## src/rtl/fpx_pkg.sv

```systemverilog
package fpx_pkg;

   // Command codes carried by a request.
   localparam logic [1:0] CMD_ENQUEUE      = 2'd0;
   localparam logic [1:0] CMD_DEQUEUE      = 2'd1;
   localparam logic [1:0] CMD_PRIO_DEQUEUE = 2'd2;

   // Status codes returned with every response.
   localparam logic [1:0] STATUS_OK    = 2'd0;
   localparam logic [1:0] STATUS_EMPTY = 2'd1;
   localparam logic [1:0] STATUS_FULL  = 2'd2;

   typedef enum logic [2:0] {
      ST_IDLE,
      ST_DECODE,
      ST_POP,
      ST_SCAN,
      ST_SHIFT_PRIME,
      ST_SHIFT,
      ST_DONE
   } fpx_state_type;

   // Commands from the controller to the datapath.
   typedef struct packed {
      logic idle;
      logic enq_write;
      logic set_full;
      logic set_empty;
      logic set_ok_zero;
      logic pop_take;
      logic scan_start;
      logic scan_step;
      logic shift_prime;
      logic shift_step;
      logic prio_take;
      logic publish;
   } fpx_cmd_type;

   // Status from the datapath to the controller.
   typedef struct packed {
      logic       req_valid;
      logic [1:0] command;
      logic       empty;
      logic       full;
      logic       scan_last;
      logic       shift_none;
      logic       shift_last;
      logic       out_free;
   } fpx_flags_type;

endpackage

```

## src/rtl/fpx_req_if.sv

```systemverilog
interface fpx_req_if #(
   parameter int ID_BITS       = 16,
   parameter int PRIORITY_BITS = 8
) ();
   logic                     valid;
   logic                     ready;
   logic [1:0]               command;
   logic [ID_BITS-1:0]       new_identifier;
   logic [PRIORITY_BITS-1:0] new_priority;

   modport source (output valid, command, new_identifier, new_priority, input ready);
   modport sink   (input valid, command, new_identifier, new_priority, output ready);
endinterface

```

## src/rtl/fpx_rsp_if.sv

```systemverilog
interface fpx_rsp_if #(
   parameter int CAPACITY      = 16,
   parameter int ID_BITS       = 16,
   parameter int PRIORITY_BITS = 8
) ();
   localparam int CNT_W = $clog2(CAPACITY + 1);

   logic                     valid;
   logic                     ready;
   logic [1:0]               status;
   logic [ID_BITS-1:0]       removed_identifier;
   logic [PRIORITY_BITS-1:0] removed_priority;
   logic [CNT_W-1:0]         entry_count;

   modport source (output valid, status, removed_identifier, removed_priority, entry_count,
                   input ready);
   modport sink   (input valid, status, removed_identifier, removed_priority, entry_count,
                   output ready);
endinterface

```

## src/rtl/fifo_with_priority_extract.sv

```systemverilog
// Channel   Direction  Handshake          Payload
// req_if    in         valid / ready      command, new_identifier, new_priority
// rsp_if    out        valid / ready      status, removed_identifier, removed_priority,
//                                         entry_count
//
// An enqueue, a plain dequeue, an empty or full rejection and an unused command
// each go from acceptance through DECODE (and POP for a plain dequeue) to DONE.
// A priority dequeue goes through DECODE, SCAN over the n held entries, SHIFT_PRIME
// and SHIFT over the n - 1 - p entries behind the winner at position p; the single
// read port of the entry memory paces scan and compaction, each reading one entry per cycle.
// Reset is synchronous and empties the queue; memory contents are not cleared.
// A response waiting in the output register does not block the next request, which
// is worked on and then held until the output register is free.
module fifo_with_priority_extract #(
   parameter int CAPACITY      = 16,
   parameter int ID_BITS       = 16,
   parameter int PRIORITY_BITS = 8
) (
   input logic       clock,
   input logic       reset,
   fpx_req_if.sink   req_if,
   fpx_rsp_if.source rsp_if
);
   import fpx_pkg::*;

   // The controller sequences each request through decode, scan and compaction;
   // the datapath owns the entry memory, the ring pointers and the response register.
   fpx_cmd_type   cmd;
   fpx_flags_type flags;

   fpx_ctrl u_ctrl (
      .clock (clock),
      .reset (reset),
      .flags (flags),
      .cmd   (cmd)
   );

   fpx_dp #(
      .CAPACITY      (CAPACITY),
      .ID_BITS       (ID_BITS),
      .PRIORITY_BITS (PRIORITY_BITS)
   ) u_dp (
      .clock  (clock),
      .reset  (reset),
      .req_if (req_if),
      .rsp_if (rsp_if),
      .cmd    (cmd),
      .flags  (flags)
   );

endmodule

```

## src/rtl/fpx_ctrl.sv

```systemverilog
module fpx_ctrl (
   input  logic                  clock,
   input  logic                  reset,
   input  fpx_pkg::fpx_flags_type flags,
   output fpx_pkg::fpx_cmd_type   cmd
);
   import fpx_pkg::*;

   fpx_state_type state_ff;
   fpx_state_type state_in;

   always_ff @(posedge clock) begin
      if (reset) begin
         state_ff <= ST_IDLE;
      end else begin
         state_ff <= state_in;
      end
   end

   always_comb begin
      state_in = state_ff;
      case (state_ff)
         ST_IDLE: begin
            if (flags.req_valid) state_in = ST_DECODE;
         end
         ST_DECODE: begin
            case (flags.command)
               CMD_DEQUEUE:      state_in = flags.empty ? ST_DONE : ST_POP;
               CMD_PRIO_DEQUEUE: state_in = flags.empty ? ST_DONE : ST_SCAN;
               default:          state_in = ST_DONE;
            endcase
         end
         ST_POP:  state_in = ST_DONE;
         ST_SCAN: begin
            if (flags.scan_last) state_in = ST_SHIFT_PRIME;
         end
         ST_SHIFT_PRIME: state_in = flags.shift_none ? ST_DONE : ST_SHIFT;
         ST_SHIFT: begin
            if (flags.shift_last) state_in = ST_DONE;
         end
         ST_DONE: begin
            if (flags.out_free) state_in = ST_IDLE;
         end
         default: state_in = ST_IDLE;
      endcase
   end

   always_comb begin
      cmd = '0;
      case (state_ff)
         ST_IDLE: cmd.idle = 1'b1;
         ST_DECODE: begin
            case (flags.command)
               CMD_ENQUEUE: begin
                  if (flags.full) cmd.set_full = 1'b1;
                  else            cmd.enq_write = 1'b1;
               end
               CMD_DEQUEUE: begin
                  if (flags.empty) cmd.set_empty = 1'b1;
               end
               CMD_PRIO_DEQUEUE: begin
                  if (flags.empty) cmd.set_empty = 1'b1;
                  else             cmd.scan_start = 1'b1;
               end
               default: cmd.set_ok_zero = 1'b1;
            endcase
         end
         ST_POP:  cmd.pop_take = 1'b1;
         ST_SCAN: cmd.scan_step = 1'b1;
         ST_SHIFT_PRIME: begin
            if (flags.shift_none) cmd.prio_take = 1'b1;
            else                  cmd.shift_prime = 1'b1;
         end
         ST_SHIFT: begin
            cmd.shift_step = 1'b1;
            cmd.prio_take  = flags.shift_last;
         end
         ST_DONE: cmd.publish = flags.out_free;
         default: cmd = '0;
      endcase
   end

endmodule

```

## src/rtl/fpx_dp.sv

```systemverilog
module fpx_dp #(
   parameter int CAPACITY      = 16,
   parameter int ID_BITS       = 16,
   parameter int PRIORITY_BITS = 8
) (
   input  logic                   clock,
   input  logic                   reset,
   fpx_req_if.sink                req_if,
   fpx_rsp_if.source              rsp_if,
   input  fpx_pkg::fpx_cmd_type   cmd,
   output fpx_pkg::fpx_flags_type flags
);
   import fpx_pkg::*;

   localparam int IDX_W = $clog2(CAPACITY);
   localparam int CNT_W = $clog2(CAPACITY + 1);
   localparam int ENT_W = ID_BITS + PRIORITY_BITS;

   // Entry storage, a ring addressed from the oldest entry.
   logic [ENT_W-1:0] entry_mem_ff [CAPACITY];
   logic [ENT_W-1:0] rd_data_ff;

   logic [1:0]               op_ff, op_in;
   logic [ID_BITS-1:0]       new_id_ff, new_id_in;
   logic [PRIORITY_BITS-1:0] new_pri_ff, new_pri_in;
   logic [IDX_W-1:0]         head_ff, head_in;
   logic [CNT_W-1:0]         count_ff, count_in;
   logic [CNT_W-1:0]         scan_ff, scan_in;
   logic [IDX_W-1:0]         best_ff, best_in;
   logic [ID_BITS-1:0]       best_id_ff, best_id_in;
   logic [PRIORITY_BITS-1:0] best_pri_ff, best_pri_in;
   logic [1:0]               res_status_ff, res_status_in;
   logic [ID_BITS-1:0]       res_id_ff, res_id_in;
   logic [PRIORITY_BITS-1:0] res_pri_ff, res_pri_in;
   logic                     rsp_valid_ff, rsp_valid_in;
   logic [1:0]               rsp_status_ff;
   logic [ID_BITS-1:0]       rsp_id_ff;
   logic [PRIORITY_BITS-1:0] rsp_pri_ff;
   logic [CNT_W-1:0]         rsp_count_ff;

   logic [ID_BITS-1:0]       rd_id;
   logic [PRIORITY_BITS-1:0] rd_pri;
   logic [CNT_W-1:0]         rd_pos;
   logic [IDX_W-1:0]         rd_addr;
   logic                     wr_en;
   logic [IDX_W-1:0]         wr_addr;
   logic [ENT_W-1:0]         wr_data;
   logic                     accept;

   // Map a position in arrival order onto a slot of the ring.
   function automatic logic [IDX_W-1:0] to_slot(input logic [IDX_W-1:0] head,
                                                input logic [CNT_W-1:0] pos);
      logic [CNT_W:0] sum;
      sum = (CNT_W+1)'(head) + (CNT_W+1)'(pos);
      if (sum >= (CNT_W+1)'(CAPACITY)) sum = sum - (CNT_W+1)'(CAPACITY);
      return sum[IDX_W-1:0];
   endfunction

   assign accept = req_if.valid & req_if.ready;
   assign rd_id  = rd_data_ff[ENT_W-1 -: ID_BITS];
   assign rd_pri = rd_data_ff[PRIORITY_BITS-1:0];

   always_comb begin
      if (cmd.scan_step)        rd_pos = CNT_W'(scan_ff + 1'b1);
      else if (cmd.shift_prime) rd_pos = CNT_W'(best_ff) + 1'b1;
      else if (cmd.shift_step)  rd_pos = CNT_W'(scan_ff + 2'd2);
      else                      rd_pos = '0;
      rd_addr = to_slot(head_ff, rd_pos);

      wr_en   = cmd.enq_write | cmd.shift_step;
      wr_addr = to_slot(head_ff, cmd.shift_step ? scan_ff : count_ff);
      wr_data = cmd.shift_step ? rd_data_ff : {new_id_ff, new_pri_ff};
   end

   always_ff @(posedge clock) begin
      if (wr_en) entry_mem_ff[wr_addr] <= wr_data;
      rd_data_ff <= entry_mem_ff[rd_addr];
   end

   always_comb begin
      op_in         = op_ff;
      new_id_in     = new_id_ff;
      new_pri_in    = new_pri_ff;
      head_in       = head_ff;
      count_in      = count_ff;
      scan_in       = scan_ff;
      best_in       = best_ff;
      best_id_in    = best_id_ff;
      best_pri_in   = best_pri_ff;
      res_status_in = res_status_ff;
      res_id_in     = res_id_ff;
      res_pri_in    = res_pri_ff;
      rsp_valid_in  = rsp_valid_ff & ~rsp_if.ready;

      if (accept) begin
         op_in      = req_if.command;
         new_id_in  = req_if.new_identifier;
         new_pri_in = req_if.new_priority;
      end
      if (cmd.enq_write | cmd.set_full | cmd.set_empty | cmd.set_ok_zero) begin
         res_id_in  = '0;
         res_pri_in = '0;
         if (cmd.set_full)       res_status_in = STATUS_FULL;
         else if (cmd.set_empty) res_status_in = STATUS_EMPTY;
         else                    res_status_in = STATUS_OK;
      end
      if (cmd.enq_write) count_in = count_ff + 1'b1;
      if (cmd.pop_take) begin
         res_status_in = STATUS_OK;
         res_id_in     = rd_id;
         res_pri_in    = rd_pri;
         count_in      = count_ff - 1'b1;
         head_in       = (head_ff == IDX_W'(CAPACITY - 1)) ? '0 : head_ff + 1'b1;
      end
      if (cmd.scan_start) scan_in = '0;
      if (cmd.scan_step) begin
         // Strictly greater keeps the earliest entry among equal priorities.
         if (scan_ff == '0 || rd_pri > best_pri_ff) begin
            best_in     = scan_ff[IDX_W-1:0];
            best_id_in  = rd_id;
            best_pri_in = rd_pri;
         end
         scan_in = scan_ff + 1'b1;
      end
      if (cmd.shift_prime) scan_in = CNT_W'(best_ff);
      if (cmd.shift_step)  scan_in = scan_ff + 1'b1;
      if (cmd.prio_take) begin
         res_status_in = STATUS_OK;
         res_id_in     = best_id_ff;
         res_pri_in    = best_pri_ff;
         count_in      = count_ff - 1'b1;
      end
      if (cmd.publish) rsp_valid_in = 1'b1;
   end

   always_ff @(posedge clock) begin
      if (reset) begin
         head_ff      <= '0;
         count_ff     <= '0;
         rsp_valid_ff <= 1'b0;
      end else begin
         head_ff      <= head_in;
         count_ff     <= count_in;
         rsp_valid_ff <= rsp_valid_in;
      end
   end

   always_ff @(posedge clock) begin
      op_ff         <= op_in;
      new_id_ff     <= new_id_in;
      new_pri_ff    <= new_pri_in;
      scan_ff       <= scan_in;
      best_ff       <= best_in;
      best_id_ff    <= best_id_in;
      best_pri_ff   <= best_pri_in;
      res_status_ff <= res_status_in;
      res_id_ff     <= res_id_in;
      res_pri_ff    <= res_pri_in;
      if (cmd.publish) begin
         rsp_status_ff <= res_status_ff;
         rsp_id_ff     <= res_id_ff;
         rsp_pri_ff    <= res_pri_ff;
         rsp_count_ff  <= count_ff;
      end
   end

   always_comb begin
      flags.req_valid  = req_if.valid;
      flags.command    = op_ff;
      flags.empty      = (count_ff == '0);
      flags.full       = (count_ff == CNT_W'(CAPACITY));
      flags.scan_last  = ((CNT_W+1)'(scan_ff) + 1'b1) == (CNT_W+1)'(count_ff);
      flags.shift_none = ((CNT_W+1)'(best_ff) + 1'b1) >= (CNT_W+1)'(count_ff);
      flags.shift_last = ((CNT_W+1)'(scan_ff) + 2'd2) >= (CNT_W+1)'(count_ff);
      flags.out_free   = ~rsp_valid_ff | rsp_if.ready;
   end

   assign req_if.ready              = cmd.idle;
   assign rsp_if.valid              = rsp_valid_ff;
   assign rsp_if.status             = rsp_status_ff;
   assign rsp_if.removed_identifier = rsp_id_ff;
   assign rsp_if.removed_priority   = rsp_pri_ff;
   assign rsp_if.entry_count        = rsp_count_ff;

endmodule
```

## src/flat_wrapper.sv

```systemverilog
// flat-port wrapper written by rule: the top's interface ports become plain ports
module fifo_with_priority_extract_flat import fpx_pkg::*;
#(
   parameter int CAPACITY      = 16,
   parameter int ID_BITS       = 16,
   parameter int PRIORITY_BITS = 8
)
  (clock, reset, req_if_valid, req_if_command, req_if_new_identifier, req_if_new_priority, req_if_ready, rsp_if_valid, rsp_if_status, rsp_if_removed_identifier, rsp_if_removed_priority, rsp_if_entry_count, rsp_if_ready);
  fpx_req_if #(.ID_BITS(ID_BITS), .PRIORITY_BITS(PRIORITY_BITS)) req_if_i ();
  fpx_rsp_if #(.CAPACITY(CAPACITY), .ID_BITS(ID_BITS), .PRIORITY_BITS(PRIORITY_BITS)) rsp_if_i ();
  input logic clock;
  input logic reset;
  input wire logic [$bits(req_if_i.valid)-1:0] req_if_valid;
  input wire logic [$bits(req_if_i.command)-1:0] req_if_command;
  input wire logic [$bits(req_if_i.new_identifier)-1:0] req_if_new_identifier;
  input wire logic [$bits(req_if_i.new_priority)-1:0] req_if_new_priority;
  output wire logic [$bits(req_if_i.ready)-1:0] req_if_ready;
  output wire logic [$bits(rsp_if_i.valid)-1:0] rsp_if_valid;
  output wire logic [$bits(rsp_if_i.status)-1:0] rsp_if_status;
  output wire logic [$bits(rsp_if_i.removed_identifier)-1:0] rsp_if_removed_identifier;
  output wire logic [$bits(rsp_if_i.removed_priority)-1:0] rsp_if_removed_priority;
  output wire logic [$bits(rsp_if_i.entry_count)-1:0] rsp_if_entry_count;
  input wire logic [$bits(rsp_if_i.ready)-1:0] rsp_if_ready;
  assign req_if_i.valid = req_if_valid;
  assign req_if_i.command = req_if_command;
  assign req_if_i.new_identifier = req_if_new_identifier;
  assign req_if_i.new_priority = req_if_new_priority;
  assign req_if_ready = req_if_i.ready;
  assign rsp_if_valid = rsp_if_i.valid;
  assign rsp_if_status = rsp_if_i.status;
  assign rsp_if_removed_identifier = rsp_if_i.removed_identifier;
  assign rsp_if_removed_priority = rsp_if_i.removed_priority;
  assign rsp_if_entry_count = rsp_if_i.entry_count;
  assign rsp_if_i.ready = rsp_if_ready;
  fifo_with_priority_extract #(.CAPACITY(CAPACITY), .ID_BITS(ID_BITS), .PRIORITY_BITS(PRIORITY_BITS)) u_core (.clock(clock), .reset(reset), .req_if(req_if_i), .rsp_if(rsp_if_i));
endmodule
```

## config.mk

```make
export PLATFORM = sky130hd
export DESIGN_NAME = fifo_with_priority_extract_flat
export DESIGN_NICKNAME = d
export VERILOG_FILES = /design/src/rtl/fpx_pkg.sv /design/src/rtl/fpx_req_if.sv /design/src/rtl/fpx_rsp_if.sv /design/src/rtl/fifo_with_priority_extract.sv /design/src/rtl/fpx_ctrl.sv /design/src/rtl/fpx_dp.sv /design/src/flat_wrapper.sv
export SDC_FILE = /design/constraint.sdc
export NUM_CORES = 1
export LEC_CHECK = 0
export BUFFER_PORTS_ARGS = -buffer_cell sky130_fd_sc_hd__buf_4
export CORE_MARGIN = 4
export CORE_UTILIZATION = 30
export DETAILED_ROUTE_END_ITERATION = 12
export GPL_ROUTABILITY_DRIVEN = 1
export GPL_TIMING_DRIVEN = 0
export PLACE_DENSITY = 0.52
export SETUP_SLACK_MARGIN = 0.1
export SLEW_MARGIN = 20
export SYNTH_ARGS = -nofsm -noshare
export SYNTH_HDL_FRONTEND = slang
export SYNTH_SLANG_ARGS = --single-unit
```

## constraint.sdc

```tcl
create_clock -name clock -period 13.1 [get_ports clock]
set_input_delay 0.655 -clock clock [delete_from_list [all_inputs] [get_ports clock]]
set_output_delay 0.655 -clock clock [all_outputs]
set_load 0.02 [all_outputs]
```

# == Yosys cells after proc, flatten, opt, wreduce, memory -nomap -nowiden ==
# Memories as Yosys holds them, arrays and structs flattened. A register that Yosys moved wholly into a read port is not among the register bits.
# Index checks and enable logic that the tools add are counted.
# totals
memories,1
latch_bits,0
regBits,129
wordCells,128
ram_bits,384
mem_bits_ro,0
input_bits,30
out_inout_bits,33
# memory_table
name,depth,word_bits,read_ports,rd_clocked_by_memory_dff,write_ports,line_no,text
u_core.u_dp.entry_mem_ff,16,24,1,1,1,fpx_dp.sv:20,logic [ENT_W-1:0] entry_mem_ff [CAPACITY];
# op_classes
multipliers,0
muxes,54
n_div,0
order_cmp,5
shifts,0
reduce_logical,13
eq_ne,15
bitwise_logic,9
n_addsub,13
# op_table
op,count
5-bit 2-to-1 mux,11
16-bit 2-to-1 mux,3
24-bit 2-to-1 mux,1
8-bit 2-to-1 mux,3
3-bit case mux with 7 select lines,1
1-bit 2-to-1 mux,20
3-bit 2-to-1 mux,6
4-bit 2-to-1 mux,4
4-bit by 5-bit adder with 6-bit output,2
6-bit by 5-bit >= comparator with 1-bit output (second input constant),2
4-bit by 1-bit adder with 5-bit output (second input constant),2
5-bit by 1-bit adder with 5-bit output (second input constant),2
5-bit zero test,2
3-bit == test (second input constant),3
8-bit > comparator,1
4-bit by 1-bit subtractor with 4-bit output (second input constant),2
5-bit by 1-bit adder with 6-bit output (second input constant),1
5-bit by 2-bit adder with 6-bit output (second input constant),1
3-bit by 2-bit == test with 1-bit output (second input constant),2
6-bit by 5-bit == test with 1-bit output,1
6-bit by 5-bit >= comparator with 1-bit output,1
2-bit 2-to-1 mux,3
2-bit inequality test (second input constant),3
3-bit case mux with 2 select lines,1
23 further kinds,31

# == Logic depth before layout (Yosys ltp) ==
# Gate-level depths: netlist of run 1.
# logic_depth
depth_word,10
depth_mapped,17
mapped_depth_nobuf,14

# == By module ==
# A second synthesis of run 1 with hierarchy kept.
# hier_totals
cells_unflattened,1018
area_unflattened_um2,21040.2
# modules_own_cells
module,cells_per_inst,area_each_um2,n_inst,seq_area_each_um2
fpx_dp,967,20651.1,1,15675.0
fpx_ctrl,51,389.1,1,60.1

# == Worst setup path before layout of run 1 ==
# No wires, ideal clock.
# synth_timing
path_type,register to register
start,reg u_core.u_dp.best_ff[0]
end,reg u_core.u_dp.rd_data_ff[0] (read register of u_core.u_dp.entry_mem_ff)
synth_period_minus_slack_ps,4419
arrival_ps,4288
t_required_ps,12969
path_slack_ps,8681
stages_incl_launch_ff,18
cell_sequence,edfxtp_1 > ha_1 > xor2_1 > ha_1 > a21oi_1 > o21ai_0 > a311oi_4 > inv_1 > o221ai_1 > ha_1 > inv_1 > fa_1 > clkbuf_1 > clkbuf_1 > clkbuf_1 > mux4_2 > mux2i_1 > mux2i_1
# synth_via
elab_chain_len,9
elab_cells_between_ends,11
classes_between,add/sub: 4; order compare: 2; mux: 5
# synth_rtl
item,line_no,text
from (decl),fpx_dp.sv:29,"logic [IDX_W-1:0] best_ff, best_in;"
from (signal assigned),fpx_dp.sv:153,best_ff <= best_in;
4-bit by 1-bit adder with 5-bit output,"fpx_dp.sv:65, fpx_dp.sv:173",
5-bit >= comparator,fpx_dp.sv:173,flags.shift_none = ((CNT_W+1)'(best_ff) + 1'b1) >= (CNT_W+1)'(count_ff);
1-bit 2-to-1 mux,fpx_ctrl.sv:71,if (flags.shift_none) cmd.prio_take = 1'b1;
1-bit 2-to-1 mux,fpx_ctrl.sv:50,case (state_ff)
5-bit 2-to-1 mux (*),fpx_dp.sv:65,else if (cmd.shift_prime) rd_pos = CNT_W'(best_ff) + 1'b1;
5-bit 2-to-1 mux (*),fpx_dp.sv:64,if (cmd.scan_step) rd_pos = CNT_W'(scan_ff + 1'b1);
4-bit by 5-bit adder with 6-bit output (*),fpx_dp.sv:54,sum = (CNT_W+1)'(head) + (CNT_W+1)'(pos);
6-bit by 5-bit >= comparator with 1-bit output / 4-bit by 1-bit subtractor with 4-bit output (equally long branches),fpx_dp.sv:55,if (sum >= (CNT_W+1)'(CAPACITY)) sum = sum - (CNT_W+1)'(CAPACITY);
4-bit 2-to-1 mux (*),fpx_dp.sv:55,
to (decl),fpx_dp.sv:21,logic [ENT_W-1:0] rd_data_ff;
# Mark *: on every way between the ends. The rest lies on a longest branch, timed or not.
# A chain may end at the register's enable or synchronous reset.

# == Worst setup path in the final report of run 1 ==
# layout_timing
start,reg u_core.u_dp.best_ff[0]
end,reg u_core.u_dp.rd_data_ff[21] (read register of u_core.u_dp.entry_mem_ff)
# Same word-level chain as after synthesis.

==> results.cfg, run 1 <==
[grt]
grt_pass1_wl_um = 71800
grt_use_total = 0.129
grt_pass1_vias = 10800
antenna_found_initial = 0
overflow = 0
grt_max_degree = 26

[synth]
yosysUniqueCellTypes = 58
ys_ff_latch = 537
syn_nets = 1191
yosysSeqAreaShare = 0.741
synthArstFlopShare = 0
synth_top_area_share = 0.704
synth_edf_count = 498
synth_area_um2 = 21200
synth_cells = 1124
yosys_warnings = 0
avgSynthCellArea_um2 = 18.9
synth_top_cell_by_area = edfxtp_1
synth_top_cells_by_area = edfxtp_1, mux4_2, dfxtp_1
ys.flop_type = edfxtp_1

[finish]
multi_input_area_um2 = 5310
seq_area_um2 = 15700
finish.utilization = 0.363
drive_above_1_share = 0.236
syn_to_final_growth_pct = 19.8
fin_nets = 1330
final.fill_count = 6521

[critical_path]
worstPathRequired_ns = 13.62
slowest_stage = clkbuf_1
critPathMaxFanout = 10
cpPeakStageDelay_ns = 0.80
arrival_ns = 6.47
cp_cell_sequence = ha_1 > xor2_1 > ha_1 > a21oi_1 > o21ai_0 > a311oi_4 > inv_1 > o221ai_1 > ha_1 > inv_1 > fa_1 > clkbuf_1 > clkbuf_1 > clkbuf_1 > mux4_2 > mux2i_1 > mux2i_1
crit_type = reg2reg
start_kind = flip-flop
crit_path_end_kind = flip-flop

[routing]
wl_per_cell_um = 21.6
drtIter0Drc = 845
drcViolationCount = 0
finalWirelength_um = 48700
num_vias = 10700
viasPerCell = 4.74
antenna_left = 0
dr.pass1.iters = 5

[die]
die_w_um = 274
dieArea_um2 = 75100
core-area_um2 = 70100
io-pin-count = 63
start_util = 0.303
die_h_um = 274
rows = 97

[clock_tree]
clockBufferDepth = 3
tritoncts = yes
cts_sinks = 537
ctsHoldBuffers = 0
cts_root_buf = clkbuf_16
cts-resized-gates = 0
cts.reportedPaths.clkPinSlew_ns = 0.07
postCtsSetupRepairBufs = 0
cts_made_buffers = 55
h-tree-depth = 2
clk_latency_ns = 0.64

[pwr]
powerDensity_nw_per_um2 = 208
swShare = 0.298
p_leak_nw = 8.65
p_seq_frac = 0.440
comb_power_share = 0.253
power_switching_mw = 1.58
clkPwrFrac = 0.306
ir_worst_vdd_mv = 0.127
p_int_mw = 3.71

[timing]
clock.fmax_mhz = 168
slew_viol_final = 0
setup_viol = 0
finalClockSkew_ns = 0.0468
period_share = 0.454
max_slew_margin = 0.280
period_minus_slack_ns = 5.95
rsz0062_at_grt = no
hold_viol = 0
fin_setup_tns_ns = 0
tightest_slew_ns = 1.08

[outcome]
status = completed

[placed_design]
portBuffers = 62
gp_congestion = 0.799
place_hpwl_um = 32800

[flow_run]
cap_violations = 0

[min_path]
hold_path.class = in2reg
==> stage by stage <==
stage / power (mW) / cell area [um2] / setup slack, ns / hold WS (ns) / std cells
2_1_floorplan: 3.24 / 21200 / 8.68 / 0.400 / 1124
3_3_place_gp: 3.67 / 22900 / 7.03 / 0.401 / 2126
3_5_place_dp: 3.73 / 23500 / 7.03 / 0.405 / 2146
4_1_cts: 5.37 / 25500 / 7.04 / 0.146 / 2250
5_1_grt: 5.55 / 25500 / 6.78 / 0.148 / 2250
6_report: 5.29 / 25500 / 7.15 / 0.194 / 2251
==> final timing paths <==
path,from,to,slack (ns),cells past startpoint
worst min-delay path,req_if_new_identifier[5],u_core.u_dp.new_id_ff[5]$_DFFE_PP_,0.19,1
worst max register to register,u_core.u_dp.best_ff[0]$_DFFE_PP_,u_core.u_dp.rd_data_ff[21]$_DFF_P_,7.15,17
worst max-delay path,u_core.u_dp.best_ff[0]$_DFFE_PP_,u_core.u_dp.rd_data_ff[21]$_DFF_P_,7.15,17
worst min register to register,u_core.u_dp.res_id_ff[9]$_DFFE_PP_,u_core.u_dp.rsp_if.removed_identifier[9]$_DFFE_PP_,0.41,0
==> layout by cell type, fill, tap and decap left out, drive strengths merged, types with 3 or more instances in the layout <==
cell | synthesis | layout
edfxtp | 498 | 498
clkbuf | 32 | 107
buf | 17 | 99
mux4 | 96 | 96
nand2 | 95 | 95
mux2i | 75 | 75
dfxtp | 39 | 39
ha | 35 | 35
nor2 | 32 | 32
inv | 29 | 30
a22o | 26 | 26
o21ai | 20 | 20
a21oi | 18 | 18
clkinv | 0 | 17
xnor2 | 11 | 11
xor2 | 10 | 10
nand3 | 8 | 8
nor3 | 8 | 8
a21o | 7 | 7
a31oi | 7 | 7
bufinv | 0 | 7
nor2b | 5 | 5
nor3b | 5 | 5
or3 | 5 | 5
and3 | 4 | 4
clkinvlp | 0 | 4
a2111oi | 3 | 3
nand4 | 3 | 3
a211oi | 3 | 3
o22ai | 3 | 3
and2 | 3 | 3
==> metal layers <==
metal  wire length, um  part of all wire  GRT usage
met1             21800              0.45      0.177
met2             23600              0.49      0.214
met4               715             0.015     0.0256
met5                 0                 0          0
met3              2510             0.052     0.0273
==> power by group through the flow <==
stage                     clock network (mW)  logic (mW)  registers [mW]
after detailed placement                   0        1.37            2.37
after global placement                     0        1.30            2.37
after floorplan                            0       0.930            2.31
after CTS                               1.66        1.37            2.33
final                                   1.62        1.34            2.33
after global routing                    1.73        1.47            2.35
==> state kept, by name, indices dropped and copies added, names as in the netlist, 3 cells and up <==
| signal | count |
|---|---|
| u_core.u_dp.res_id_ff | 16 |
| u_core.u_dp.count_ff | 5 |
| u_core.u_dp.new_pri_ff | 8 |
| u_core.u_dp.res_pri_ff | 8 |
| u_core.u_dp.best_ff | 4 |
| u_core.u_dp.head_ff | 4 |
| u_core.u_dp.entry_mem_ff | 384 |
| u_core.u_ctrl.state_ff | 3 |
| u_core.u_dp.rsp_if.entry_count | 5 |
| u_core.u_dp.new_id_ff | 16 |
| u_core.u_dp.scan_ff | 5 |
| u_core.u_dp.best_pri_ff | 8 |
| u_core.u_dp.rd_data_ff | 24 |
| u_core.u_dp.best_id_ff | 16 |
| u_core.u_dp.rsp_if.removed_identifier | 16 |
| u_core.u_dp.rsp_if.removed_priority | 8 |
==> cells in the mapped netlist (8+ instances only) <==
master	instances
mux2i_1	75
mux4_2	96
nand2_1	95
edfxtp_1	498
a22o_1	26
xor2_1	10
dfxtp_1	39
ha_1	35
buf_2	13
nor3_1	8
nand3_1	8
clkbuf_1	32
o21ai_0	19
inv_1	28
xnor2_1	10
nor2_1	32
a21oi_1	18
==> worst max-delay path: cells and delay by family, from the launching register on <==
family | cells | cell delay, ns
compound gates | 4 | 1.17
xor+xnor | 1 | 0.22
fa+ha+maj | 4 | 1.31
buf+inv | 5 | 1.96
flops | 1 | 0.46
mux | 3 | 0.73
==> cell type report <==
| type | count | area share |
|---|---|---|
| diodes | 1 | 0.0000983 |
| flip-flops and latches | 537 | 0.618 |
| clock inverters | 29 | 0.0150 |
| plain buffers | 49 | 0.00934 |
| repair buffers | 82 | 0.0387 |
| clock buffers | 75 | 0.0598 |
| multi-input cells | 509 | 0.208 |
| well taps | 940 | 0.0462 |
| inverters | 29 | 0.00428 |
==> cells by family after synthesis <==
| family | count (synthesis) | synth area share |
|---|---|---|
| compound gates | 103 | 0.0358 |
| xor+xnor | 22 | 0.0106 |
| fa+ha+maj | 37 | 0.0225 |
| buf+inv | 78 | 0.0163 |
| flops | 537 | 0.741 |
| mux | 172 | 0.138 |
| simple gates | 175 | 0.0366 |
No activity file was read; power rests on OpenSTA's default activity.
==> inputs of run 2 (changes only) <==
- ABC_AREA: not set -> 1
- PLACE_DENSITY: 0.52 -> 0.54
- clock period: 13.1 -> 5.3 ns (I/O delays scaled with it)
==> results.cfg, run 2 <==
[outcome]
status = completed

[finish]
reg_top3 = u_core.u_dp.entry_mem_ff: 384 flops, u_core.u_dp.rd_data_ff: 24 flops
layout_common_cells = edfxtp_1, nand2_1, o21ai_0, nor2_1, a21oi_1
seq_area_um2 = 15700
multi_input_area_um2 = 5540
final.fill_count = 6955
drive_above_1_share = 0.142
final_area_um2 = 26300
syn_to_final_growth_pct = 20.5
final_common_cell = edfxtp_1
largest_register_ffs = 384
fin_nets = 2027
regMostFlops = u_core.u_dp.entry_mem_ff
n_antenna_cell = 0

[timing]
hold_viol = 0
clock.fmax_mhz = 207
setup_ws_ns = 0.463
period_minus_slack_ns = 4.84
fin_setup_tns_ns = 0
finalClockSkew_ns = 0.0327
period_share = 0.913
max_slew_margin = 0.289
setup_viol = 0
tightest_slew_ns = 1.06
rsz0062_at_grt = no
hold-worst-slack_ns = 0.138
slew_viol_final = 0

[clock_tree]
cts_made_buffers = 54
cts_root_buf = clkbuf_16
cts.reportedPaths.clkPinSlew_ns = 0.06
cts_sinks = 537
tritoncts = yes
clk_latency_ns = 0.62
clockBufferDepth = 3
postCtsSetupRepairBufs = 0
h-tree-depth = 2

[placed_design]
portBuffers = 62
gp_congestion = 0.848
dp_slack_ns = 0.493
placed_area_um2 = 24200
place_hpwl_um = 39800

[die]
dieArea_um2 = 77200
die_h_um = 278
start_util = 0.304
die_w_um = 278
io-pin-count = 63
rows = 98
core-area_um2 = 71900

[routing]
dr.pass1.iters = 5
finalWirelength_um = 55800
antenna_left = 0
wl_per_cell_um = 18.9
drcViolationCount = 0
drtIter0Drc = 1058
num_vias = 14000
viasPerCell = 4.75

[synth]
synth_most_common_cell = edfxtp_1
synthArstFlopShare = 0
synth_top_cells_by_area = edfxtp_1, nand2_1, o21ai_0
avgSynthCellArea_um2 = 12.3
ys.flop_type = edfxtp_1
synth_top_area_share = 0.685
yosys_warnings = 0
synth_area_um2 = 21800
synth_edf_count = 498
ys_ff_latch = 537
synth_cells = 1781
synth_top_cell_by_area = edfxtp_1
yosysSeqAreaShare = 0.720
ys_top_cells_by_count = edfxtp_1, nand2_1, o21ai_0
yosysUniqueCellTypes = 40
syn_nets = 1848

[pwr]
powerDensity_nw_per_um2 = 560
totalPowerFinal_mw = 14.7
p_leak_nw = 9.49
ir_worst_vdd_mv = 0.296

[grt]
grt_max_degree = 25
grt_use_total = 0.142
overflow = 0
grt_pass1_vias = 14300
antenna_found_initial = 0
grt_pass1_wl_um = 84800

[critical_path]
critPathMaxFanout = 10
crit_path_end_kind = flip-flop
critPathMostFrequentCell = nand2_1
cpPeakStageDelay_ns = 0.85
start_kind = flip-flop
slowest_stage = xor2_1
worstPathRequired_ns = 5.84
crit_type = reg2reg
arrival_ns = 5.37
cp_cell_sequence = ha_1 > xor2_1 > ha_1 > nand2_1 > nor2_1 > nand2_1 > nand3_4 > inv_1 > nand2_1 > nand2_1 > nand2_1 > ha_1 > inv_1 > fa_1 > xor2_1 > buf_2 > buf_2 > nand2_1 > o31ai_1 > nand3_1 > nand2_1

[min_path]
hold_path.class = in2reg

[flow_run]
cap_violations = 0
==> run 2: layout make-up <==
class | count | share of cell area
sequential | 537 | 0.598
buffer | 92 | 0.0162
tap | 950 | 0.0452
clock inverter | 28 | 0.0117
clock buffer | 72 | 0.0563
timing repair buffer | 123 | 0.0494
multi-input combinational | 1065 | 0.211
inverter | 87 | 0.0124
==> run 2: layer usage <==
layer  vias up  track usage  share of wire  routed length [um]
met5         -            0              0                   0
met4         0       0.0386          0.023                1270
met3        74       0.0187          0.056                3150
met2       375        0.248           0.49               27600
met1      6843        0.185           0.43               23800
li1       6737            -              -                   -
==> run 2: cell families (layout without fill, tap and decap cells) <==
family / count (synthesis) / after routing / synth area share
and+or+nand+nor: 636 / 636 / 0.119
DFF: 537 / 537 / 0.720
AOI/OAI and AO/OA: 379 / 379 / 0.0987
buffers and inverters: 179 / 402 / 0.0344
adders and majority gates: 37 / 37 / 0.0219
xor gates and xnor gates: 13 / 13 / 0.00521
==> run 2: final timing paths <==
kind / from / to / slack (ns) / cells past startpoint
max: u_core.u_dp.best_ff[0]$_DFFE_PP_ / u_core.u_dp.rd_data_ff[11]$_DFF_P_ / 0.46 / 21
min: req_if_valid / u_core.u_dp.new_pri_ff[6]$_DFFE_PP_ / 0.14 / 3
min reg2reg: u_core.u_dp.res_id_ff[0]$_DFFE_PP_ / u_core.u_dp.rsp_if.removed_identifier[0]$_DFFE_PP_ / 0.41 / 0
max reg2reg: u_core.u_dp.best_ff[0]$_DFFE_PP_ / u_core.u_dp.rd_data_ff[11]$_DFF_P_ / 0.46 / 21
==> run 2: per-stage QoR <==
step                utilization  std cells
floorplan                     -       1781
global placement          0.327       2793
detailed placement        0.337       2826
CTS                       0.366       2954
global route              0.366       2954
finish                    0.366       2954
==> run 2: worst max-delay path: cells and delay by family, from the launching register on <==
family	cells	cell delay (ns)
buffers and inverters	4	0.88
adders and majority gates	4	1.12
and+or+nand+nor	10	1.15
AOI/OAI and AO/OA	1	0.18
xor gates and xnor gates	2	1.01
DFF	1	0.46
==> run 2: repair_timing <==
action                                  4_1_cts  5_1_grt
endpoints found under the setup margin        0        4
hold buffers                                 28        0
resized for setup                             0        2
endpoints found under the hold margin        32        0
==> run 2: report_power, final <==
part           internal [mW]  switching [mW]
clock                   2.22            1.61
combinational           1.53            3.71
sequential              5.48           0.191
==> inputs of run 3 (changes only) <==
- CTS_CLUSTER_DIAMETER: not set -> 60
- PLACE_DENSITY: 0.54 -> 0.52
- clock period: 5.3 -> 5.5 ns (I/O delays scaled with it)
==> results.cfg, run 3 (synthesis gave the netlist of run 2 again) <==
[clock_tree]
cts_root_buf = clkbuf_16
cts_made_buffers = 56
clockBufferDepth = 3
h-tree-depth = 2
cts_sinks = 537
clk_latency_ns = 0.62
tritoncts = yes
cts.reportedPaths.clkPinSlew_ns = 0.06

[min_path]
hp-start = rsp_if_ready
holdPathStages = 5
holdPathEnd = u_core.u_ctrl.state_ff[2]$_SDFFE_PP0P_
hold_path.class = in2reg

[placed_design]
place_hpwl_um = 40100
gp_congestion = 0.863
portBuffers = 62

[critical_path]
start_kind = flip-flop
worst-path-buf-inv = 4
arrival_ns = 5.49
critPathMaxFanout = 10
worstPathRequired_ns = 6.04
reg2regPathDepth = 21
critPathMostFrequentCell = nand2_1
r2r_end = u_core.u_dp.rd_data_ff[11]$_DFF_P_
cpPeakStageDelay_ns = 0.92
r2r_start = u_core.u_dp.best_ff[0]$_DFFE_PP_
crit_type = reg2reg
crit_path_end_kind = flip-flop
cp_cell_sequence = ha_1 > xor2_1 > ha_1 > nand2_1 > nor2_1 > nand2_1 > nand3_4 > inv_1 > nand2_1 > nand2_1 > nand2_1 > ha_1 > inv_1 > fa_1 > xor2_1 > buf_2 > buf_2 > nand2_1 > o31ai_1 > nand3_1 > nand2_1
slowest_stage = xor2_1
cp_top_family = adder cells
ff2ff_setup_slack_ns = 0.55

[finish]
finish.utilization = 0.367
syn_to_final_growth_pct = 20.7
reg_top3 = u_core.u_dp.entry_mem_ff: 384 flops, u_core.u_dp.rd_data_ff: 24 flops
n_antenna_cell = 0
layout_common_cells = edfxtp_1, nand2_1, o21ai_0, nor2_1, a21oi_1
regMostFlops = u_core.u_dp.entry_mem_ff
drive_above_1_share = 0.146
largest_register_ffs = 384
fin_nets = 2034
final_common_cell = edfxtp_1

[die]
io-pin-count = 63
rows = 98
die_h_um = 278
die_w_um = 278
dieArea_um2 = 77200
start_util = 0.304
core-area_um2 = 71900

[pwr]
clkPwrFrac = 0.257
p_seq_frac = 0.385
powerDensity_nw_per_um2 = 537
power_switching_mw = 5.34
comb_power_share = 0.358
ir_worst_vdd_mv = 0.243
p_leak_nw = 9.53
swShare = 0.377
p_int_mw = 8.82

[routing]
drtIter0Drc = 1047
antenna_left = 0
num_vias = 14100
drcViolationCount = 0
finalWirelength_um = 55700
viasPerCell = 4.76
dr.pass1.iters = 6
wl_per_cell_um = 18.8

[timing]
hold_viol = 0
fin_setup_tns_ns = 0
finalClockSkew_ns = 0.0407
setup_viol = 0
max_slew_margin = 0.225
period_share = 0.899
tightest_slew_ns = 1.16
rsz0062_at_grt = no
slew_viol_final = 0
period_minus_slack_ns = 4.95
clock.fmax_mhz = 202

[grt]
grt_pass1_vias = 14100
grt_use_total = 0.142
grt_max_degree = 25
antenna_found_initial = 0
overflow = 0
grt_pass1_wl_um = 84800

[outcome]
status = completed

[flow_run]
cap_violations = 0
-- run 3: worst max-delay path by stage --
| stage | cells past startpoint | slack, ns | from | end |
|---|---|---|---|---|
| after global routing | 24 | 0.11 | u_core.u_dp.best_ff[0]$_DFFE_PP_ | u_core.u_dp.rd_data_ff[16]$_DFF_P_ |
| after floorplan | 24 | 1.89 | u_core.u_dp.best_ff[0]$_DFFE_PP_ | u_core.u_dp.rd_data_ff[10]$_DFF_P_ |
| after CTS | 24 | 0.54 | u_core.u_dp.best_ff[0]$_DFFE_PP_ | u_core.u_dp.rd_data_ff[7]$_DFF_P_ |
| after detailed placement | 24 | 0.56 | u_core.u_dp.best_ff[0]$_DFFE_PP_ | u_core.u_dp.rd_data_ff[7]$_DFF_P_ |
| final | 21 | 0.55 | u_core.u_dp.best_ff[0]$_DFFE_PP_ | u_core.u_dp.rd_data_ff[11]$_DFF_P_ |
| after global placement | 24 | 0.61 | u_core.u_dp.best_ff[0]$_DFFE_PP_ | u_core.u_dp.rd_data_ff[7]$_DFF_P_ |
-- run 3: what timing repair did --
| item | in CTS | in global routing |
|---|---|---|
| hold buffers | 28 | 0 |
| gates resized for setup | 0 | 2 |
| endpoints found under the hold margin | 32 | 0 |
| buffers inserted | 0 | 0 |
| setup endpoints to repair | 0 | 1 |
-- run 3: layout make-up --
class                           instances  area, um2
Fill cell                            6952      45500
Sequential cell                       537      15700
Multi-Input combinational cell       1065       5540
Clock buffer                           70       1500
Timing Repair Buffer                  128       1350
Tap cell                              950       1190
Buffer                                 92        427
Inverter                               87        327
Clock inverter                         34        289
-- run 3: power groups by stage --
stage               Combinational, mW  Sequential [mW]  Clock [mW]
global placement                 4.78             5.57           0
finish                           5.07             5.45        3.64
detailed placement               5.05             5.54           0
global route                     5.66             5.49        3.91
floorplan                        3.07             5.50           0
CTS                              5.08             5.46        3.74
-- run 3: worst reg2reg max path: stages (launching register included) --
cell      delay, ns
edfxtp_1       0.48
ha_1           0.27
xor2_1         0.17
ha_1           0.31
nand2_1        0.05
nor2_1         0.08
nand2_1        0.12
nand3_4        0.19
inv_1          0.09
nand2_1        0.12
nand2_1        0.06
nand2_1        0.07
ha_1           0.16
inv_1          0.06
fa_1           0.39
xor2_1         0.92
buf_2          0.41
buf_2          0.33
nand2_1        0.10
o31ai_1        0.17
nand3_1        0.16
nand2_1        0.16
-- run 3: through the flow --
step                setup slack [ns]  hold WS, ns  power (mW)  area (um2)  cells
floorplan                       1.89        0.344        8.57       21800   1781
global placement               0.615        0.401        10.3       23500   2793
detailed placement             0.557        0.405        10.6       24300   2831
CTS                            0.536       0.0504        14.3       26400   2963
global route                   0.109       0.0916        15.1       26400   2963
finish                         0.554       0.0850        14.2       26400   2963
-- run 3: layer usage --
metal  track usage  vias up  share of wire
met1         0.188     6875           0.43
met2         0.240      384           0.48
met4        0.0378        0          0.022
met3        0.0266       78          0.064
met5             0        -              0
li1              -     6754              -
